$ cat src/design/tdfa_pkg.sv
// Shared types and constants of the table-driven DFA recognizer core.
// No dependencies; imported by every module of the block.
`default_nettype none

package tdfa_pkg;

  localparam int MAX_STATES  = 16;
  localparam int MAX_SYMBOLS = 16;

  localparam int STATE_W  = $clog2(MAX_STATES);
  localparam int COL_W    = $clog2(MAX_SYMBOLS);
  localparam int SIZE_W   = COL_W + 1;
  localparam int SYM_W    = 8;
  localparam int ENTRY_W  = STATE_W + 1;

  // stream widths
  localparam int IN_DATA_W  = 24;
  localparam int IN_USER_W  = 3;
  localparam int OUT_DATA_W = 16;

  // result beat layout
  localparam int OUT_BEFORE_LSB = 0;
  localparam int OUT_AFTER_LSB  = STATE_W;
  localparam int OUT_DEAD_BIT   = 2 * STATE_W;
  localparam int OUT_ACC_BIT    = 2 * STATE_W + 1;
  localparam int OUT_USED_W     = 2 * STATE_W + 2;

  // configuration port
  localparam int CFG_IDX_W  = 1;
  localparam int CFG_DATA_W = 5;

  typedef enum logic [1:0] {
    ACT_TRANS = 2'd0,
    ACT_ALPHA = 2'd1,
    ACT_FINAL = 2'd2,
    ACT_FEED  = 2'd3
  } act_e;

  typedef enum logic [CFG_IDX_W-1:0] {
    CFG_INITIAL_STATE = 1'd0,
    CFG_ALPHABET_SIZE = 1'd1
  } cfg_idx_e;

  // transition entry: dead mark above the target state
  typedef struct packed {
    logic               dead;
    logic [STATE_W-1:0] target;
  } entry_t;

  typedef entry_t [MAX_SYMBOLS-1:0] row_t;

  typedef struct packed {
    act_e               action;
    logic [STATE_W-1:0] state_index;
    logic [COL_W-1:0]   column_index;
    logic [STATE_W-1:0] next_state;
    logic               next_is_dead;
    logic [SYM_W-1:0]   symbol;
    logic               is_final;
    logic               has_symbol;
    logic               last_of_word;
  } item_t;

  typedef struct packed {
    logic             hit;
    logic [COL_W-1:0] col;
  } match_t;

  typedef struct packed {
    logic [STATE_W-1:0] state_before;
    logic [STATE_W-1:0] state_after;
    logic               dead;
    logic               word_done;
    logic               accepted;
  } res_t;

endpackage

`default_nettype wire

$ cat src/design/table_driven_dfa_recognizer_core.sv
// Top level of the table-driven DFA recognizer core.
// Depends on tdfa_pkg, tdfa_alpha_match, tdfa_trans_ram and tdfa_out_reg.
//
// Usage:
//   s_axis carries load and feed beats; tuser[1:0] is the action, tuser[2] the
//   has_symbol flag, tlast marks a word's last feed beat. Load beats (table
//   entry, alphabet slot, final flag) give no result; every feed beat gives
//   exactly one result beat on m_axis, tlast set on a word's last result.
//   cfg_we_i/cfg_idx_i/cfg_data_i write initial_state and alphabet_size;
//   write them only while no beat is in flight.
// Path: a feed beat passes the input register, then the result register, before it shows on m_axis.
// Throughput: one beat per cycle while the result register has room. The current
//   state's table row comes from a registered read addressed with the next state
//   (next-state address into the row RAM), so the state loop is one RAM read plus a column select per cycle.
// Reset: the state and dead flag clear, the next feed beat starts a word, all
//   final flags clear. Table and alphabet contents are not cleared.
// Stall: while m_axis_tready is low and a result waits, one more beat is held
//   in the input register; s_axis_tready then drops. Load beats keep flowing
//   as long as the input register drains.
`default_nettype none

module table_driven_dfa_recognizer_core import tdfa_pkg::*; (
  input  logic                  clk_i,
  input  logic                  rst_ni,
  // input beats
  input  logic                  s_axis_tvalid,
  output logic                  s_axis_tready,
  // [3:0] state_index, [7:4] column_index, [11:8] next_state,
  // [12] next_is_dead, [20:13] symbol, [21] is_final, [23:22] zero
  input  logic [IN_DATA_W-1:0]  s_axis_tdata,
  // [1:0] action, [2] has_symbol
  input  logic [IN_USER_W-1:0]  s_axis_tuser,
  input  logic                  s_axis_tlast,
  // result beats
  output logic                  m_axis_tvalid,
  input  logic                  m_axis_tready,
  // [3:0] state_before, [7:4] state_after, [8] dead, [9] accepted, [15:10] zero
  output logic [OUT_DATA_W-1:0] m_axis_tdata,
  output logic                  m_axis_tlast,
  // configuration writes
  input  logic                  cfg_we_i,
  input  logic [CFG_IDX_W-1:0]  cfg_idx_i,
  input  logic [CFG_DATA_W-1:0] cfg_data_i
);

  // input register
  logic  in_vld_q;
  item_t in_q, in_d;
  logic  adv, out_free;

  always_comb begin
    in_d.action       = act_e'(s_axis_tuser[1:0]);
    in_d.has_symbol   = s_axis_tuser[2];
    in_d.state_index  = s_axis_tdata[3:0];
    in_d.column_index = s_axis_tdata[7:4];
    in_d.next_state   = s_axis_tdata[11:8];
    in_d.next_is_dead = s_axis_tdata[12];
    in_d.symbol       = s_axis_tdata[20:13];
    in_d.is_final     = s_axis_tdata[21];
    in_d.last_of_word = s_axis_tlast;
  end

  // loads never wait; a feed waits for room in the result register
  assign adv           = in_vld_q && ((in_q.action != ACT_FEED) || out_free);
  assign s_axis_tready = !in_vld_q || adv;

  always_ff @(posedge clk_i or negedge rst_ni) begin
    if (!rst_ni) begin
      in_vld_q <= 1'b0;
    end else if (s_axis_tready) begin
      in_vld_q <= s_axis_tvalid;
    end
  end

  always_ff @(posedge clk_i) begin
    if (s_axis_tvalid && s_axis_tready) begin
      in_q <= in_d;
    end
  end

  // word state and configuration
  logic [STATE_W-1:0]    cur_q, cur_d;
  logic                  dead_q, dead_d;
  logic                  start_q, start_d;
  logic [STATE_W-1:0]    init_q, init_d;
  logic [SIZE_W-1:0]     size_q, size_d;
  logic [MAX_STATES-1:0] final_q, final_d;

  logic feed, tbl_we, alpha_we;
  assign feed     = adv && (in_q.action == ACT_FEED);
  assign tbl_we   = adv && (in_q.action == ACT_TRANS);
  assign alpha_we = adv && (in_q.action == ACT_ALPHA);

  match_t             match;
  row_t               row;
  entry_t             entry, wr_entry;
  logic [STATE_W-1:0] eff_state, state_n, rd_row;
  logic               eff_dead, step, dead_n;
  res_t               res;

  tdfa_alpha_match u_alpha (
    .clk_i   (clk_i),
    .we_i    (alpha_we),
    .slot_i  (in_q.column_index),
    .byte_i  (in_q.symbol),
    .size_i  (size_q),
    .sym_i   (in_q.symbol),
    .match_o (match)
  );

  assign wr_entry.dead   = in_q.next_is_dead;
  assign wr_entry.target = in_q.next_state;

  // row holds the table row of eff_state, from a registered read addressed with the next state
  tdfa_trans_ram u_ram (
    .clk_i      (clk_i),
    .we_i       (tbl_we),
    .wr_row_i   (in_q.state_index),
    .wr_col_i   (in_q.column_index),
    .wr_entry_i (wr_entry),
    .rd_row_i   (rd_row),
    .rd_row_o   (row)
  );

  // a word's first feed beat starts from initial_state, live
  assign eff_state = start_q ? init_q : cur_q;
  assign eff_dead  = start_q ? 1'b0 : dead_q;
  assign entry     = row[match.col];
  assign step      = !eff_dead && in_q.has_symbol;
  assign dead_n    = eff_dead || (step && (!match.hit || entry.dead));

  always_comb begin
    if (dead_n) begin
      state_n = '0;
    end else if (step) begin
      state_n = entry.target;
    end else begin
      state_n = eff_state;
    end
  end

  always_comb begin
    res.state_before = eff_dead ? '0 : eff_state;
    res.state_after  = state_n;
    res.dead         = dead_n;
    res.word_done    = in_q.last_of_word;
    res.accepted     = in_q.last_of_word && !dead_n && final_q[state_n];
  end

  always_comb begin
    cur_d   = cur_q;
    dead_d  = dead_q;
    start_d = start_q;
    init_d  = init_q;
    size_d  = size_q;
    final_d = final_q;
    if (cfg_we_i) begin
      unique case (cfg_idx_e'(cfg_idx_i))
        CFG_INITIAL_STATE: init_d = cfg_data_i[STATE_W-1:0];
        CFG_ALPHABET_SIZE: size_d = cfg_data_i[SIZE_W-1:0];
        default: ;
      endcase
    end
    if (feed) begin
      cur_d   = state_n;
      dead_d  = dead_n;
      start_d = in_q.last_of_word;
    end
    if (adv && (in_q.action == ACT_FINAL)) begin
      final_d[in_q.state_index] = in_q.is_final;
    end
  end

  assign rd_row = start_d ? init_d : cur_d;

  always_ff @(posedge clk_i or negedge rst_ni) begin
    if (!rst_ni) begin
      cur_q   <= '0;
      dead_q  <= 1'b0;
      start_q <= 1'b1;
      init_q  <= '0;
      size_q  <= SIZE_W'(1);
      final_q <= '0;
    end else begin
      cur_q   <= cur_d;
      dead_q  <= dead_d;
      start_q <= start_d;
      init_q  <= init_d;
      size_q  <= size_d;
      final_q <= final_d;
    end
  end

  tdfa_out_reg u_out (
    .clk_i   (clk_i),
    .rst_ni  (rst_ni),
    .push_i  (feed),
    .res_i   (res),
    .free_o  (out_free),
    .valid_o (m_axis_tvalid),
    .ready_i (m_axis_tready),
    .data_o  (m_axis_tdata),
    .last_o  (m_axis_tlast)
  );

endmodule

`default_nettype wire

$ cat src/design/tdfa_alpha_match.sv
// Alphabet symbol registers and the parallel first-match column lookup.
// Depends on tdfa_pkg.
`default_nettype none

module tdfa_alpha_match import tdfa_pkg::*; (
  input  logic              clk_i,
  input  logic              we_i,
  input  logic [COL_W-1:0]  slot_i,
  input  logic [SYM_W-1:0]  byte_i,
  input  logic [SIZE_W-1:0] size_i,
  input  logic [SYM_W-1:0]  sym_i,
  output match_t            match_o
);

  logic [SYM_W-1:0] alpha_q [MAX_SYMBOLS];

  always_ff @(posedge clk_i) begin
    if (we_i) begin
      alpha_q[slot_i] <= byte_i;
    end
  end

  // walk downward so the lowest matching slot wins
  always_comb begin
    match_o = '0;
    for (int i = MAX_SYMBOLS - 1; i >= 0; i--) begin
      if ((SIZE_W'(i) < size_i) && (alpha_q[i] == sym_i)) begin
        match_o.hit = 1'b1;
        match_o.col = COL_W'(i);
      end
    end
  end

endmodule

`default_nettype wire

$ cat src/design/tdfa_trans_ram.sv
// Transition table memory: one row per state, entry-masked writes and a
// registered whole-row read with write-through for the row being read.
// Depends on tdfa_pkg.
`default_nettype none

module tdfa_trans_ram import tdfa_pkg::*; (
  input  logic               clk_i,
  input  logic               we_i,
  input  logic [STATE_W-1:0] wr_row_i,
  input  logic [COL_W-1:0]   wr_col_i,
  input  entry_t             wr_entry_i,
  input  logic [STATE_W-1:0] rd_row_i,
  output row_t               rd_row_o
);

  row_t mem_q [MAX_STATES];
  row_t rd_q;

  logic             byp_q;
  logic [COL_W-1:0] byp_col_q;
  entry_t           byp_entry_q;

  always_ff @(posedge clk_i) begin
    if (we_i) begin
      mem_q[wr_row_i][wr_col_i] <= wr_entry_i;
    end
    rd_q        <= mem_q[rd_row_i];
    byp_q       <= we_i && (wr_row_i == rd_row_i);
    byp_col_q   <= wr_col_i;
    byp_entry_q <= wr_entry_i;
  end

  // an entry written into the row read this cycle is merged in after the read
  always_comb begin
    rd_row_o = rd_q;
    if (byp_q) begin
      rd_row_o[byp_col_q] = byp_entry_q;
    end
  end

endmodule

`default_nettype wire

$ cat src/design/tdfa_out_reg.sv
// Result register of the recognizer: holds one result beat for the sink.
// Depends on tdfa_pkg.
`default_nettype none

module tdfa_out_reg import tdfa_pkg::*; (
  input  logic                  clk_i,
  input  logic                  rst_ni,
  input  logic                  push_i,
  input  res_t                  res_i,
  output logic                  free_o,
  output logic                  valid_o,
  input  logic                  ready_i,
  output logic [OUT_DATA_W-1:0] data_o,
  output logic                  last_o
);

  logic vld_q, vld_d;
  res_t res_q;

  assign free_o = !vld_q || ready_i;

  always_comb begin
    vld_d = vld_q;
    if (push_i) begin
      vld_d = 1'b1;
    end else if (ready_i) begin
      vld_d = 1'b0;
    end
  end

  always_ff @(posedge clk_i or negedge rst_ni) begin
    if (!rst_ni) begin
      vld_q <= 1'b0;
    end else begin
      vld_q <= vld_d;
    end
  end

  always_ff @(posedge clk_i) begin
    if (push_i) begin
      res_q <= res_i;
    end
  end

  assign valid_o = vld_q;
  assign last_o  = res_q.word_done;
  assign data_o  = {(OUT_DATA_W - OUT_USED_W)'(0), res_q.accepted, res_q.dead,
                    res_q.state_after, res_q.state_before};

endmodule

`default_nettype wire

$ cat config.mk
export PLATFORM = sky130hd
export DESIGN_NAME = table_driven_dfa_recognizer_core
export DESIGN_NICKNAME = d
export VERILOG_FILES = /design/src/design/tdfa_pkg.sv /design/src/design/table_driven_dfa_recognizer_core.sv /design/src/design/tdfa_alpha_match.sv /design/src/design/tdfa_trans_ram.sv /design/src/design/tdfa_out_reg.sv
export SDC_FILE = /design/constraint.sdc
export NUM_CORES = 2
export LEC_CHECK = 0
export BUFFER_PORTS_ARGS = -buffer_cell sky130_fd_sc_hd__buf_2
export CAP_MARGIN = 20
export CORE_MARGIN = 2
export CORE_UTILIZATION = 57
export CTS_CLUSTER_SIZE = 8
export DETAILED_ROUTE_END_ITERATION = 8
export GPL_TIMING_DRIVEN = 0
export PLACE_DENSITY = 0.8
export SLEW_MARGIN = 20
export SYNTH_ARGS = -nofsm -noshare
export SYNTH_HDL_FRONTEND = slang
export SYNTH_SLANG_ARGS = --single-unit
$ cat constraint.sdc
create_clock -name clk_i -period 5.2 [get_ports clk_i]
set_input_delay 0.52 -clock clk_i [delete_from_list [all_inputs] [get_ports clk_i]]
set_output_delay 0.52 -clock clk_i [all_outputs]
set_load 0.02 [all_outputs]
==> flow_summary_export.csv <==
group,metric,value,unit
status,outcome,"complete, but fails checks",
status,violations,"setup timing",
drt,drt_first_pass_iters,9,
clock_tree,cts_root_buf,"clkbuf_16",
finish,layout-drive-gt1-share,19.01,%
place,place_area,66000,um^2
finish,final_cell_mix,"1445 x edfxtp_1, 722 x nand2_1, 353 x nor2_1",
drt,num_vias,42681,
sta,worst_pin_slew,1.367,ns
logic_synthesis,synth_area,62630,um^2
finish,layout_commonest_cell,"edfxtp_1",
pwr,powerDensity,437.8,nW/um^2
flow_run,maxCapViolations,0,
finish,fillers,6295,
critical_path,cp.arrival,6.81,ns
logic_synthesis,ys_ff_latch,1568,
sta,setup_viol,82,
critical_path,r2r-end,"u_ram.rd_q[55]$_DFF_P_",
global_route,grt_max_degree,34,
sta,drv_slew,0,
drt,drtIter0Drc,7561,
place,place.gp.congestion,1.025,
sta,finalCritPeriodShare,117.8,%
critical_path,r2r_setup_slack,-0.93,ns
global_route,grt_pass1_vias,40708,
floorplanning,die_w,335.5,um
floorplanning,rows,121,
pwr,p_leak,27.53,nW
drt,drt_drc_violations_left,0,
drt,wl_per_cell,30.06,um
clock_tree,clk_pin_slew_worst_paths,0.06,ns
global_route,antenna_found_initial,11,
floorplanning,ios,58,
floorplanning,initial_core_util,57.54,%
logic_synthesis,yosysSeqAreaShare,73.48,%
logic_synthesis,synth-edff-count,1445,
finish,syn_to_final_growth,21.05,%
sta,setup_ws,-0.9280,ns
worst_hold_path,hold_path_depth,3,
global_route,grt_usage,32.62,%
logic_synthesis,synth_warnings,0,
drt,vias_per_cell,6.630,
finish,register_area,46020,um^2
critical_path,cp-end-kind,"flop",
sta,rsz0062_at_grt,"yes",
logic_synthesis,synthArstFlopShare,2.105,%
sta,finalHoldViolations,0,
logic_synthesis,synthTopCellsByArea,"edfxtp_1 69%, mux2i_1 5.8%, nand2_1 4.4%",
logic_synthesis,synthCells,4415,
worst_hold_path,hold_start,"m_axis_tready",
clock_tree,numCtsBuffers,214,
logic_synthesis,syn-mean-instance-area,14.19,um^2
global_route,grt_pass1_wl,265700,um
place,post-dp-hpwl,118200,um
finish,multiInputGateArea,16760,um^2
floorplanning,core,108900,um^2
sta,min_period,6.128,ns
critical_path,reg2reg_depth,23,
sta,slew_headroom,8.591,%
logic_synthesis,synth_top_cell_by_area,"edfxtp_1",
logic_synthesis,synth_top_area_share,69.28,%
critical_path,crit_required,5.88,ns
critical_path,cp_max_fo,10,
clock_tree,clock_latency,0.83,ns
worst_hold_path,min_path_type,"input pin to flop",
sta,max_freq,0.1632,GHz
clock_tree,cts_sinks,1568,
finish,design_area,75810,um^2
floorplanning,fp.dieH,335.5,um
worst_hold_path,holdPathEnd,"u_out.valid_o$_DFFE_PN0P_",
drt,ant_nets,0,
drt,wl,193500,um
pwr,worst_ir_drop_vdd,0.0003679,V
clock_tree,h-tree-depth,4,
sta,fin_worst_skew,0.02763,ns
logic_synthesis,yosysUniqueCellTypes,93,
critical_path,startpoint_type,"flop",
finish,finalNetCount,4916,
pwr,p_total,33.19,mW
floorplanning,fp.dieArea,112500,um^2
critical_path,critPathKind,"flop to flop",
critical_path,reg2reg_from,"in_q[8]$_DFFE_PP_",
logic_synthesis,synth_flop_cell,"edfxtp_1",
global_route,grt.overflow.total,0,
place,io_buffers,49,
clock_tree,clk_path_buf_depth,3,
clock_tree,cts_tree,"built",
worst max path at each step:
stage                           start                endpoint  slack, ns  cells past startpoint
detailed placement  in_q[3]$_DFFE_PP_  u_ram.rd_q[49]$_DFF_P_      -2.94                     21
CTS                 in_q[5]$_DFFE_PP_  u_ram.rd_q[39]$_DFF_P_      -0.65                     23
global route        in_q[8]$_DFFE_PP_  u_ram.rd_q[63]$_DFF_P_      -0.85                     25
global placement    in_q[5]$_DFFE_PP_  u_ram.rd_q[69]$_DFF_P_      -3.52                     20
floorplan           in_q[3]$_DFFE_PP_   u_ram.rd_q[0]$_DFF_P_       0.21                     24
finish              in_q[8]$_DFFE_PP_  u_ram.rd_q[55]$_DFF_P_      -0.93                     23
through the flow:
step	std cells	hold WS, ns	setup TNS [ns]	util, %	worst slack, ns
after floorplan	4420	0.2244	0	-	0.2053
after global placement	5883	0.3751	-3856.92	59.40	-3.516
after detailed placement	5955	0.3741	-224.55	60.63	-2.935
after CTS	6376	0.01957	-46.80	67.96	-0.6493
after global routing	6428	0.06640	-63.41	69.62	-0.8535
final	6438	0.07755	-68.30	69.65	-0.9280
what timing repair did:
action / 4_1_cts / 5_1_grt
pin swaps: 34 / 88
gates resized for setup: 325 / 327
buffers inserted: 36 / 43
hold buffers: 33 / 0
setup endpoints to repair: 90 / 82
gates cloned: 1 / 9
endpoints found under the hold margin: 65 / 0
synthesized netlist by cell type (8+ instances only):
cell	instances
edfxtp_1	1445
nand2_1	729
mux2i_1	366
nor2_1	360
a21oi_1	339
o22ai_1	164
clkbuf_1	123
xnor2_1	98
dfxtp_1	90
buf_2	86
or3_1	86
or4_1	80
xor2_1	34
mux2_2	32
dfrtp_1	31
nor3_1	31
buf_6	29
nand4_1	27
nand3_1	26
o21ai_0	22
nand2b_1	16
nor2b_1	16
buf_4	14
nor4_1	10
buf_1	9
o31ai_1	9
inv_1	8
flip-flops by register name, summed over array words and instances (netlist names), 5 cells and up:
| signal | count |
|---|---|
| final_q | 16 |
| in_q | 26 |
| size_q | 5 |
| u_alpha.alpha_q | 128 |
| u_out.data_o | 10 |
| u_ram.byp_entry_q | 5 |
| u_ram.mem_q | 1280 |
| u_ram.rd_q | 80 |
layer usage:
| layer | vias to the layer above | share of wire, % | track usage (%) |
|---|---|---|---|
| met1 | 20580 | 33 | 42.21 |
| met5 | - | 0.037 | 0 |
| met4 | 10 | 7.0 | 19.31 |
| li1 | 17351 | - | - |
| met3 | 823 | 15 | 9.234 |
| met2 | 3917 | 45 | 49.44 |
critical path, cell delays in order, from the launching register on:
cell      delay (ns)
edfxtp_1        0.61
buf_6           0.26
buf_4           0.14
xor2_1          0.16
nor4_2          0.28
o211ai_1        0.14
buf_4           0.20
nand4_4         0.13
o221ai_4        0.19
or2_4           0.32
buf_12          0.17
buf_12          0.15
mux2i_1         0.13
o211ai_1        0.30
o22ai_2         0.16
a311oi_4        0.40
a31oi_4         0.15
o21ai_4         0.37
nand3b_1        0.21
buf_12          0.22
buf_8           0.18
a21oi_1         0.06
or4_4           0.54
or3_4           0.44
power breakdown:
| group | total, mW | internal (mW) | switching (mW) |
|---|---|---|---|
| clock network | 12.9 | 7.59 | 5.29 |
| logic | 5.75 | 2.29 | 3.46 |
| registers | 14.6 | 14.2 | 0.369 |
kinds of logic (layout without fill, tap and decap cells):
group | Yosys count | after routing | synth area share [%]
AOI/OAI and AO/OA | 615 | 615 | 5.821
DFF | 1568 | 1568 | 73.48
muxes | 398 | 398 | 6.425
buffers and inverters | 271 | 864 | 2.245
other | 1 | 17 | 0.005988
xor gates and xnor gates | 133 | 133 | 1.872
and+or+nand+nor | 1429 | 1429 | 10.15
layout make-up:
class / count / area share, %
clock inverters: 17 / 0.4258
diodes: 11 / 0.03631
plain buffers: 259 / 3.050
well taps: 1414 / 2.334
clock buffers: 335 / 7.663
repair buffers: 244 / 3.639
inverters: 9 / 0.04456
flip-flops and latches: 1568 / 60.70
multi-input cells: 2581 / 22.10
(Power assumes the default switching activity.)
